[config.mk]
export PLATFORM = sky130hd
export DESIGN_NAME = max_sum_k_disjoint_segments
export DESIGN_NICKNAME = d
export VERILOG_FILES = /design/src/rtl/core/mskd_pkg.sv /design/src/rtl/core/mskd_ram.sv /design/src/rtl/core/mskd_ctrl.sv /design/src/rtl/core/mskd_datapath.sv /design/src/rtl/core/max_sum_k_disjoint_segments.sv
export SDC_FILE = /design/constraint.sdc
export NUM_CORES = 1
export LEC_CHECK = 0
export BUFFER_PORTS_ARGS = -buffer_cell sky130_fd_sc_hd__buf_2
export CAP_MARGIN = 20
export CORE_UTILIZATION = 40
export DETAILED_ROUTE_END_ITERATION = 8
export GPL_TIMING_DRIVEN = 0
export PLACE_DENSITY = 0.58
export SETUP_SLACK_MARGIN = 0.2
export SYNTH_ARGS = -nofsm -noshare
export SYNTH_HDL_FRONTEND = slang
export SYNTH_HIERARCHICAL = 1
export SYNTH_SLANG_ARGS = --single-unit
[constraint.sdc]
create_clock -name clock -period 9.1 [get_ports clock]
set_clock_uncertainty 0.15 [all_clocks]
set_input_delay 1.82 -clock clock [delete_from_list [all_inputs] [get_ports clock]]
set_output_delay 1.82 -clock clock [all_outputs]
set_load 0.01 [all_outputs]
[src/rtl/core/mskd_pkg.sv]
package mskd_pkg;

   localparam int VALUE_W          = 16;
   localparam int OUT_W            = 23;
   localparam int CFG_W            = 5;
   localparam int DEF_MAX_LEN      = 128;
   localparam int DEF_MAX_SEGMENTS = 16;

   localparam logic [CFG_W-1:0] SEG_RESET = CFG_W'(1);

   typedef struct packed {
      logic load;
      logic grow;
      logic step_calc;
      logic fetch;
      logic report;
   } mskd_cmd_type;

   typedef struct packed {
      logic can_grow;
      logic at_end;
      logic last_item;
   } mskd_stat_type;

endpackage

[src/rtl/core/mskd_ram.sv]
module mskd_ram #(
   parameter int WIDTH = 8,
   parameter int DEPTH = 2
) (
   input  logic                                   clock,
   input  logic                                   wr_en,
   input  logic [(DEPTH > 1 ? $clog2(DEPTH) : 1)-1:0] wr_addr,
   input  logic [WIDTH-1:0]                       wr_data,
   input  logic [(DEPTH > 1 ? $clog2(DEPTH) : 1)-1:0] rd_addr,
   output logic [WIDTH-1:0]                       rd_data
);

   logic [WIDTH-1:0] mem_ff [DEPTH];
   logic [WIDTH-1:0] rd_data_ff;

   always_ff @(posedge clock) begin
      if (wr_en) begin
         mem_ff[wr_addr] <= wr_data;
      end
      rd_data_ff <= mem_ff[rd_addr];
   end

   assign rd_data = rd_data_ff;

endmodule

[src/rtl/core/mskd_ctrl.sv]
module mskd_ctrl import mskd_pkg::*; (
   input  logic          clock,
   input  logic          reset,
   input  logic          start,
   input  logic          is_last,
   input  mskd_stat_type stat,
   output mskd_cmd_type  cmd,
   output logic          busy
);

   typedef enum logic [4:0] {
      ST_IDLE   = 5'b00001,
      ST_READ   = 5'b00010,
      ST_CALC   = 5'b00100,
      ST_FETCH  = 5'b01000,
      ST_REPORT = 5'b10000
   } state_type;

   state_type state_ff;
   state_type state_in;

   always_comb begin
      state_in = state_ff;
      cmd      = '0;
      case (state_ff)
         ST_IDLE: begin
            if (start) begin
               cmd.load = 1'b1;
               cmd.grow = stat.can_grow;
               if (stat.can_grow) begin
                  state_in = ST_READ;
               end else if (is_last) begin
                  state_in = ST_FETCH;
               end
            end
         end
         ST_READ: begin
            state_in = ST_CALC;
         end
         ST_CALC: begin
            cmd.step_calc = 1'b1;
            if (!stat.at_end) begin
               state_in = ST_READ;
            end else if (stat.last_item) begin
               state_in = ST_FETCH;
            end else begin
               state_in = ST_IDLE;
            end
         end
         ST_FETCH: begin
            cmd.fetch = 1'b1;
            state_in  = ST_REPORT;
         end
         ST_REPORT: begin
            cmd.report = 1'b1;
            state_in   = ST_IDLE;
         end
         default: begin
            state_in = ST_IDLE;
         end
      endcase
   end

   always_ff @(posedge clock) begin
      if (reset) begin
         state_ff <= ST_IDLE;
      end else begin
         state_ff <= state_in;
      end
   end

   assign busy = (state_ff != ST_IDLE);

endmodule

[src/rtl/core/mskd_datapath.sv]
module mskd_datapath import mskd_pkg::*; #(
   parameter int MAX_LEN      = DEF_MAX_LEN,
   parameter int MAX_SEGMENTS = DEF_MAX_SEGMENTS
) (
   input  logic                       clock,
   input  logic                       reset,
   input  mskd_cmd_type               cmd,
   output mskd_stat_type              stat,
   input  logic signed [VALUE_W-1:0]  sample_value,
   input  logic                       is_last,
   input  logic                       cfg_we,
   input  logic [CFG_W-1:0]           cfg_data,
   output logic                       rsp_strobe,
   output logic signed [OUT_W-1:0]    rsp_best_sum,
   output logic                       rsp_feasible
);

   localparam int CNT_W = $clog2(MAX_LEN + 1);
   localparam int DW    = VALUE_W + CNT_W + 2;
   localparam int DEPTH = MAX_SEGMENTS + 1;
   localparam int AW    = DEPTH > 1 ? $clog2(DEPTH) : 1;
   localparam int JW    = $clog2(MAX_SEGMENTS + 2);
   localparam int WW    = JW > CFG_W ? JW : CFG_W;
   localparam int EW    = DW > OUT_W ? DW : OUT_W;

   localparam logic signed [EW-1:0] SAT_HI = EW'((64'sd1 <<< (OUT_W - 1)) - 64'sd1);
   localparam logic signed [EW-1:0] SAT_LO = -SAT_HI - EW'(1);

   logic [CNT_W-1:0]        count_ff;
   logic signed [DW-1:0]    prefix_ff;
   logic [JW-1:0]           j_ff;
   logic                    last_ff;
   logic signed [DW-1:0]    new_prev_ff;
   logic                    new_prev_ok_ff;
   logic [DEPTH-1:0]        prev_vld_ff;
   logic [DEPTH-1:0]        m_vld_ff;
   logic [CFG_W-1:0]        seg_ff;
   logic                    rsp_valid_ff;
   logic signed [OUT_W-1:0] rsp_sum_ff;
   logic                    rsp_ok_ff;

   logic [AW-1:0]           prev_rd_addr;
   logic [AW-1:0]           jidx;
   logic [JW-1:0]           mi;
   logic [AW-1:0]           midx;
   logic [DW-1:0]           prev_rd;
   logic [DW-1:0]           m_rd;
   logic signed [DW-1:0]    p_val;
   logic                    p_ok;
   logic signed [DW-1:0]    m_val;
   logic                    m_ok;
   logic signed [DW-1:0]    cand;
   logic signed [DW-1:0]    new_val;
   logic                    new_ok;
   logic signed [DW-1:0]    upd;
   logic                    m_we;
   logic                    prev_we;
   logic [WW-1:0]           seg_w;
   logic [WW-1:0]           want_w;
   logic [AW-1:0]           want;
   logic                    want_ok;
   logic signed [EW-1:0]    best_ext;
   logic signed [EW-1:0]    best_sat;
   logic signed [DW-1:0]    sample_ext;

   assign stat.can_grow  = (count_ff < CNT_W'(MAX_LEN));
   assign stat.at_end    = (j_ff == JW'(MAX_SEGMENTS + 1));
   assign stat.last_item = last_ff;

   assign sample_ext = {{(DW - VALUE_W){sample_value[VALUE_W-1]}}, sample_value};

   assign seg_w  = WW'(seg_ff);
   assign want_w = (seg_w > WW'(MAX_SEGMENTS)) ? WW'(MAX_SEGMENTS) : seg_w;
   assign want   = want_w[AW-1:0];

   assign jidx = stat.at_end ? '0 : j_ff[AW-1:0];
   assign mi   = j_ff - JW'(1);
   assign midx = mi[AW-1:0];

   assign prev_rd_addr = cmd.fetch ? want : jidx;

   assign p_val = prev_rd;
   assign p_ok  = !stat.at_end && prev_vld_ff[jidx];
   assign m_val = m_vld_ff[midx] ? signed'(m_rd) : '0;
   assign m_ok  = m_vld_ff[midx] || (mi == '0);
   assign cand  = m_val + prefix_ff;

   always_comb begin
      if (m_ok && (!p_ok || cand > p_val)) begin
         new_val = cand;
         new_ok  = 1'b1;
      end else begin
         new_val = p_val;
         new_ok  = p_ok;
      end
   end

   assign upd     = new_prev_ff - prefix_ff;
   assign m_we    = cmd.step_calc && new_prev_ok_ff && (!m_ok || upd > m_val);
   assign prev_we = cmd.step_calc && !stat.at_end;

   assign want_ok  = (want == '0) || prev_vld_ff[want];
   assign best_ext = EW'(signed'(prev_rd));

   always_comb begin
      if (best_ext > SAT_HI) begin
         best_sat = SAT_HI;
      end else if (best_ext < SAT_LO) begin
         best_sat = SAT_LO;
      end else begin
         best_sat = best_ext;
      end
   end

   mskd_ram #(
      .WIDTH (DW),
      .DEPTH (DEPTH)
   ) u_prev_ram (
      .clock   (clock),
      .wr_en   (prev_we),
      .wr_addr (jidx),
      .wr_data (new_val),
      .rd_addr (prev_rd_addr),
      .rd_data (prev_rd)
   );

   mskd_ram #(
      .WIDTH (DW),
      .DEPTH (DEPTH)
   ) u_gain_ram (
      .clock   (clock),
      .wr_en   (m_we),
      .wr_addr (midx),
      .wr_data (upd),
      .rd_addr (midx),
      .rd_data (m_rd)
   );

   always_ff @(posedge clock) begin
      if (reset) begin
         count_ff     <= '0;
         prefix_ff    <= '0;
         prev_vld_ff  <= '0;
         m_vld_ff     <= '0;
         seg_ff       <= SEG_RESET;
         rsp_valid_ff <= 1'b0;
      end else begin
         rsp_valid_ff <= 1'b0;
         if (cfg_we) begin
            seg_ff <= cfg_data;
         end
         if (cmd.load) begin
            last_ff <= is_last;
            if (cmd.grow) begin
               prefix_ff      <= prefix_ff + sample_ext;
               count_ff       <= count_ff + CNT_W'(1);
               j_ff           <= JW'(1);
               new_prev_ff    <= '0;
               new_prev_ok_ff <= 1'b1;
            end
         end
         if (cmd.step_calc) begin
            if (prev_we) begin
               prev_vld_ff[jidx] <= new_ok;
            end
            if (m_we) begin
               m_vld_ff[midx] <= 1'b1;
            end
            new_prev_ff    <= new_val;
            new_prev_ok_ff <= new_ok;
            j_ff           <= j_ff + JW'(1);
         end
         if (cmd.report) begin
            rsp_valid_ff <= 1'b1;
            rsp_ok_ff    <= want_ok;
            rsp_sum_ff   <= (want != '0 && want_ok) ? best_sat[OUT_W-1:0] : '0;
            count_ff     <= '0;
            prefix_ff    <= '0;
            prev_vld_ff  <= '0;
            m_vld_ff     <= '0;
         end
      end
   end

   assign rsp_strobe   = rsp_valid_ff;
   assign rsp_best_sum = rsp_sum_ff;
   assign rsp_feasible = rsp_ok_ff;

endmodule

[src/rtl/core/max_sum_k_disjoint_segments.sv]
// Each accepted beat runs a read and an update state per segment count, 1 to
// MAX_SEGMENTS+1; beats past MAX_LEN samples are accepted without an update pass.
// A req_is_last beat then passes FETCH and REPORT; rsp_strobe pulses for one cycle.
// One beat in flight at a time; for a last beat busy is high until its result is out.
// Synchronous active-high reset clears the sequence and sets segment_count to 1.
// The receiver cannot stall: a result is presented for exactly one cycle.
module max_sum_k_disjoint_segments import mskd_pkg::*; #(
   parameter int MAX_LEN      = DEF_MAX_LEN,
   parameter int MAX_SEGMENTS = DEF_MAX_SEGMENTS
) (
   input  logic                      clock,
   input  logic                      reset,
   input  logic                      start,
   output logic                      busy,
   input  logic signed [VALUE_W-1:0] req_sample_value,
   input  logic                      req_is_last,
   output logic                      rsp_strobe,
   output logic signed [OUT_W-1:0]   rsp_best_sum,
   output logic                      rsp_feasible,
   input  logic                      csr_write_enable,
   input  logic [CFG_W-1:0]          csr_write_data
);

   mskd_cmd_type  cmd;
   mskd_stat_type stat;

   mskd_ctrl u_ctrl (
      .clock   (clock),
      .reset   (reset),
      .start   (start),
      .is_last (req_is_last),
      .stat    (stat),
      .cmd     (cmd),
      .busy    (busy)
   );

   mskd_datapath #(
      .MAX_LEN      (MAX_LEN),
      .MAX_SEGMENTS (MAX_SEGMENTS)
   ) u_datapath (
      .clock        (clock),
      .reset        (reset),
      .cmd          (cmd),
      .stat         (stat),
      .sample_value (req_sample_value),
      .is_last      (req_is_last),
      .cfg_we       (csr_write_enable),
      .cfg_data     (csr_write_data),
      .rsp_strobe   (rsp_strobe),
      .rsp_best_sum (rsp_best_sum),
      .rsp_feasible (rsp_feasible)
   );

endmodule
Word-level counts from Yosys, hierarchy flattened
Memories as Yosys holds them, arrays and structs flattened. A register that Yosys moved wholly into a read port is not among the register bits.
Index checks and enable logic that the tools add are counted.
{"block": "word_totals", "out_inout_bits": 26, "input_bits": 26, "ramBits": 884, "reg_bits": 136, "mem_count": 2}
{"block": "op_classes", "n_reduce_logical": 29, "n_lt_le_gt_ge": 11, "bitwise_logic": 3, "n_addsub": 6, "mux": 44, "n_eq_ne": 9}
{"memory": "u_datapath.u_gain_ram.mem_ff", "words": 17, "word_bits": 26, "rd": 1, "rd_clocked_by_memory_dff": 1, "wr": 1, "line_no": "mskd_ram.sv:13", "source": "logic [WIDTH-1:0] mem_ff [DEPTH];"}
{"memory": "u_datapath.u_prev_ram.mem_ff", "words": 17, "word_bits": 26, "rd": 1, "rd_clocked_by_memory_dff": 1, "wr": 1, "line_no": "mskd_ram.sv:13"}
{"cell": "$mux W26", "n": 5}
{"cell": "$gt A26 B26 Y1", "n": 2}
{"cell": "$mux W5", "n": 9}
{"cell": "$add A26 B16 Y26", "n": 1}
{"cell": "$add A26 B26 Y26", "n": 1}
{"cell": "$gt A26 B23 Y1 const B", "n": 1}
{"cell": "$lt A26 B23 Y1 const B", "n": 1}
{"cell": "$sub A26 B26 Y26", "n": 1}
{"cell": "$mux W23", "n": 1}
{"cell": "$mux W22", "n": 1}
{"cell": "$pmux W5 S4", "n": 1}
{"cell": "$lt A5 B6 Y1 const B", "n": 3}
{"cell": "$bwmux W17", "n": 1}
{"cell": "$mux W1", "n": 17}
{"cell": "$or A17 B17 Y17", "n": 1}
{"cell": "$bmux W1 S5", "n": 3}
{"cell": "$reduce_and A2 Y1", "n": 6}
{"cell": "$demux W1 S5", "n": 2}
{"cell": "$eq A5 B5 Y1 const B", "n": 2}
{"cell": "$ge A5 B1 Y1 const B", "n": 2}
{"cell": "$logic_not A5 Y1", "n": 2}
{"cell": "$add A8 B1 Y8 const B", "n": 1}
{"cell": "$logic_and A1 B1 Y1", "n": 8}
{"cell": "$lt A8 B8 Y1 const B", "n": 1}
{"cell": "19 further kinds", "n": 29}

Logic depth before layout (Yosys ltp)
{"block": "logic_depth", "ltp_word": 10, "mapped_depth": 33, "depth_no_buf": 28}

By module
The synthesis kept the hierarchy.
{"mod": "mskd_ram at u_datapath.u_prev_ram", "cells_each": 750, "seq_area_each_um2": 13793.2, "area_each_um2": 17449.2, "n_inst": 1}
{"mod": "mskd_ram at u_datapath.u_gain_ram", "cells_each": 750, "seq_area_each_um2": 13793.2, "area_each_um2": 17443.0, "n_inst": 1}
{"mod": "mskd_datapath", "cells_each": 1360, "seq_area_each_um2": 3193.1, "area_each_um2": 11360.9, "n_inst": 1}
{"mod": "mskd_ctrl", "cells_each": 35, "seq_area_each_um2": 100.1, "area_each_um2": 290.3, "n_inst": 1}

Worst setup path before layout
OpenSTA, ideal clock, no wires.
{"block": "synth_timing", "kind": "reg-to-reg", "startpoint": "register u_datapath.j_ff[1]", "endpoint": "register u_datapath.new_prev_ff[21], data pin", "arrival_ns": 7.160, "setup_time_ns": 0.255, "stages_incl_launch_ff": 30, "synth_period_minus_slack_ns": 7.564, "path_slack_ns": 1.536, "path_cell_list": "edfxtp_1 buf_2 inv_1 ha_1 mux4_2 nand2_1 nand2_1 o21ai_0 o22ai_1 buf_2 and2_1 ha_1 fa_1 a21o_1 a21oi_2 o21ai_0 a2111oi_0 nor3_1 o21a_1 a311o_1 xor2_1 ha_1 nand4_1 nor3_1 a221o_1 o311a_1 o32ai_1 buf_2 mux2_1 and2_1"}
{"block": "synth_between", "elab_chain_cells": 10, "elab_cells_between_ends": 19, "cone_classes": "add/sub: 2; order compare: 1; eq/ne: 1; mux: 8; reduce/logical: 7"}
{"item": "start: declaration", "line_no": "mskd_datapath.sv:31", "source": "logic [JW-1:0] j_ff;"}
{"item": "start signal: assignment", "line_no": "mskd_datapath.sv:171", "source": "j_ff <= j_ff + JW'(1);"}
{"item": "$sub A5 B1 Y5 or $eq A5 B5 Y1 (tied branches)", "line_no": "mskd_datapath.sv:77, mskd_datapath.sv:67"}
{"item": "$bmux W1 S5 or $mux W5 (tied branches)", "line_no": "mskd_datapath.sv:84, mskd_datapath.sv:85, mskd_datapath.sv:76"}
{"item": "$mux W1 (not written as such) or $bmux W1 S5 (tied branches)", "line_no": "mskd_datapath.sv:84, mskd_datapath.sv:85, mskd_datapath.sv:83"}
{"item": "$mux W26 or $mux W1 (tied branches)", "line_no": "mskd_datapath.sv:84, mskd_datapath.sv:83"}
{"item": "$add A26 B26 Y26 or $logic_and A1 B1 Y1 (tied branches)", "line_no": "mskd_datapath.sv:86, mskd_datapath.sv:83"}
{"item": "$gt A26 B26 Y1 or $logic_not A1 Y1 (tied branches)", "line_no": "mskd_datapath.sv:89", "source": "if (m_ok && (!p_ok || cand > p_val)) begin"}
{"item": "$logic_or A1 B1 Y1", "line_no": "mskd_datapath.sv:89"}
{"item": "$logic_and A1 B1 Y1", "line_no": "mskd_datapath.sv:89"}
{"item": "$mux W26 *", "line_no": "mskd_datapath.sv:89"}
{"item": "via u_datapath.new_val[21]", "line_no": "mskd_datapath.sv:53", "source": "logic signed [DW-1:0] new_val;"}
{"item": "$mux W26 *", "line_no": "mskd_datapath.sv:162", "source": "if (cmd.step_calc) begin"}
{"item": "end signal: assignment", "line_no": "mskd_datapath.sv:169", "source": "new_prev_ff <= new_val;"}
{"item": "end: declaration", "line_no": "mskd_datapath.sv:33", "source": "logic signed [DW-1:0] new_prev_ff;"}
The timed path passes the listed nets; every way through them passes the cells marked *. The select of a mux whose other input is x is not followed.
A chain may end at the register's enable or synchronous reset.

Final worst setup path
{"block": "layout_timing", "startpoint": "register u_datapath.j_ff[1]", "endpoint": "register u_datapath.new_prev_ff[11], data pin"}
The elaborated chain is that of the path after synthesis.

==> summary.txt <==
Run status
  – Status: finished, final reports clean

Logic synthesis
  – Ranking of synthesized cells by instance count: 941 x edfxtp_1, 210 x mux4_2, 176 x nor2_1, 134 x ha_1
  – Post-Synthesis Cell Area: 46500 sq um
  – Share of flip-flops with an asynchronous set or reset: 0
  – Largest area contributor in the netlist: edfxtp_1
  – Syn avg cell area: ~16 sq um
  – Sequential area share after synthesis: 0.663
  – Synth Net Count: 3058
  – Number of distinct library cells after synthesis: 75
  – Top cell type's share of synthesized area: 0.607
  – Post-synth EDFFs: 941
  – Top_reg_cell synth: edfxtp_1
  – Count leader, synth: edfxtp_1
  – Syn Inst Count: 2895
  – Synth Register Bits: 1072
  – Yosys warning total: 6
  – Top post-synthesis cells by area: edfxtp_1 61%, mux4_2 10%, dfxtp_1 5.6%, ha_1 3.6%, nor2_1 1.4%

Layout
  – Final net count: 3276
  – Layout cells sized above 1: 0.210
  – P&R area growth vs syn: 15.3%
  – Final Util: 0.468

Clock tree
  – CTS Buffer Depth: 3
  – CTS tree: done
  – Worst-Skew Late Latency: 0.71 ns
  – Root buf cell: clkbuf_16
  – Clock sinks: 1072
  – CTS buffer count: 106
  – Hold buffers post-CTS: 0
  – H-tree levels: 3
  – Clk slew on worst S/H paths: 0.06 ns

Global route
  – Largest net degree at the start of global routing: 30
  – Grt ovf: 0
  – First-pass GRT wire length: 174000 um
  – Antenna violations before repair: 8
  – Gr usage total: 0.199
  – Vias in the first global route: 27081

Floorplanning
  – Die footprint: 118000 sq um
  – # rows: 124
  – I/O Pins: between 50 and 60
  – Core area: 115000 sq um
  – Die Y-Extent: 343 um
  – Die X-Extent: 343 um
  – Starting Density: 0.405

Routing
  – Routed length per instance: 24.8 um
  – Via/cell ratio: 5.63
  – DRT Pass-1 Iters: 5
  – Routed Wire Length: 117000 um
  – Antenna Nets Post-Route: 0
  – Initial drt markers: 1794
  – Via count: between 20000 and 30000
  – Residual DRC: 0

Timing
  – Final hold viol count: 0
  – Slew margin rel.: 0.219
  – Fmax: 116 MHz
  – Final setup vio count: 0
  – Final period util: 0.951
  – RSZ-0062 raised after global routing: true
  – Period minus WS final: between 8 and 9 ns
  – Tightest Pin Transition: 1.16 ns
  – Pins Over Slew Limit: 0

Power
  – Power, Total: about 11 mW
  – Leak Pwr: about 19 nW
  – VDD IR max: a little over 0.2 mV
  – P per Cell Area: 198 nW/um^2

Worst setup path
  – WP data required: 9.42 ns
  – WS Path Type: flip-flop to flip-flop
  – Startpoint Class: flip-flop
  – Flop-to-flop setup slack: approximately 0.45 ns
  – CP delay by family, top: compound AO/OA/AOI/OAI gates
  – CP Capture Type: flip-flop
  – CP max-delay cell: mux4_2
  – WP data arrival: ~9 ns
  – CP Max Fanout: 18
  – Worst path bufs/invs: 5
  – CP max stage delay: roughly 0.52 ns

Place
  – Routability cong.: ~0.9
  – Dpl hpwl: 84200 um
  – Port bufs: 50

Job
  – Max-cap violations: 0

Hold path
  – Hold Crit Class: flip-flop to flip-flop
cell families (layout without fill, tap and decap cells):
kind of cell | count (synthesis) | in the layout | synth area share
adder cells (fa/ha/maj) | 137 | 137 | 0.0373
flip-flops | 1072 | 1072 | 0.663
other | 0 | 1 | 0
multiplexers | 309 | 309 | 0.126
AO/OA/AOI/OAI | 495 | 495 | 0.0757
buffers and inverters | 265 | 575 | 0.0285
XOR/XNOR | 61 | 61 | 0.0115
AND/OR/NAND/NOR | 556 | 556 | 0.0577
layout by cell type, fill, tap and decap left out, types with 83 or more instances in the layout:
cell and n:
clkbuf_1 83, mux4_2 210, clkbuf_16 106, a21oi_1 107, dfxtp_1 131, edfxtp_1 941, buf_2 85, nand2_1 131
ha_1 133, nor2_1 151, inv_1 124
routing by layer:
layer | routed length (um) | part of all wire | global-route usage
met1 | 48100 | 0.41 | 0.252
met2 | 59600 | 0.51 | 0.349
met3 | 5270 | 0.045 | 0.0255
met4 | 4150 | 0.035 | 0.0711
met5 | 13 | 0.00011 | 0
layout make-up:
type | count | area [sq um]
diodes | 1 | 2.50
repair buffers | 110 | 1160
well taps | 1512 | 1890
flip-flops and latches | 1072 | 30900
inverters | 129 | 488
plain buffers | 136 | 860
fillers | 9852 | 61100
clock buffers | 149 | 2930
clock inverters | 51 | 701
multi-input cells | 1558 | 14800
worst min-delay path, delay by kind of cell (launching register included):
| family | cells | cell delay (ns) |
|---|---|---|
| simple gates | 1 | 0.04 |
| flops | 1 | 0.32 |
| compound gates | 1 | 0.05 |
state kept, by name (all words and copies together) (netlist names):
signal	flops
u_datapath/prev_vld_ff	17
u_datapath/m_vld_ff	17
u_ctrl/state_ff	5
u_datapath/prefix_ff	26
u_datapath/seg_ff	5
u_datapath/new_prev_ok_ff	1
u_datapath/rsp_strobe	1
u_datapath/new_prev_ff	26
u_datapath/count_ff	8
u_datapath/u_gain_ram/mem_ff	442
u_datapath/u_prev_ram/rd_data	26
u_datapath/j_ff	5
u_datapath/u_prev_ram/mem_ff	442
u_datapath/rsp_best_sum	23
u_datapath/u_gain_ram/rd_data	26
u_datapath/rsp_feasible	1
u_datapath/last_ff	1
worst paths after layout:
path | to | cells after the start | startpoint
worst max register to register | u_datapath/new_prev_ff[11] | 30 | u_datapath/j_ff[1]
worst min register to register | u_datapath/m_vld_ff[9] | 2 | u_datapath/m_vld_ff[9]
worst max-delay path | u_datapath/new_prev_ff[11] | 30 | u_datapath/j_ff[1]
worst min-delay path | u_datapath/m_vld_ff[9] | 2 | u_datapath/m_vld_ff[9]
timing repair:
item,CTS,global route
endpoints found under the setup margin,468,459
setup buffers,1,1
resized for setup,20,18
pin swaps,0,1
hold endpoints to repair,0,0
where the power goes:
part	switching [mW]	leakage, nW	total, mW	internal, mW
logic	0.437	7.27	0.664	0.227
registers	0.0232	9.54	5.46	5.44
clock network	1.88	1.74	4.51	2.64
stage by stage:
stage          area [sq um]  setup TNS [ns]  cells  hold slack (ns)  setup slack, ns
2_1_floorplan         46500               0   2895            0.260             1.54
3_3_place_gp          48700         -985.66   4457            0.272            -2.03
3_5_place_dp          49800         -261.36   4511            0.287           -0.811
4_1_cts               53500               0   4712            0.300            0.263
5_1_grt               53700               0   4717            0.333            0.112
6_report              53700               0   4718            0.302            0.446
(Power assumes the default switching activity.)
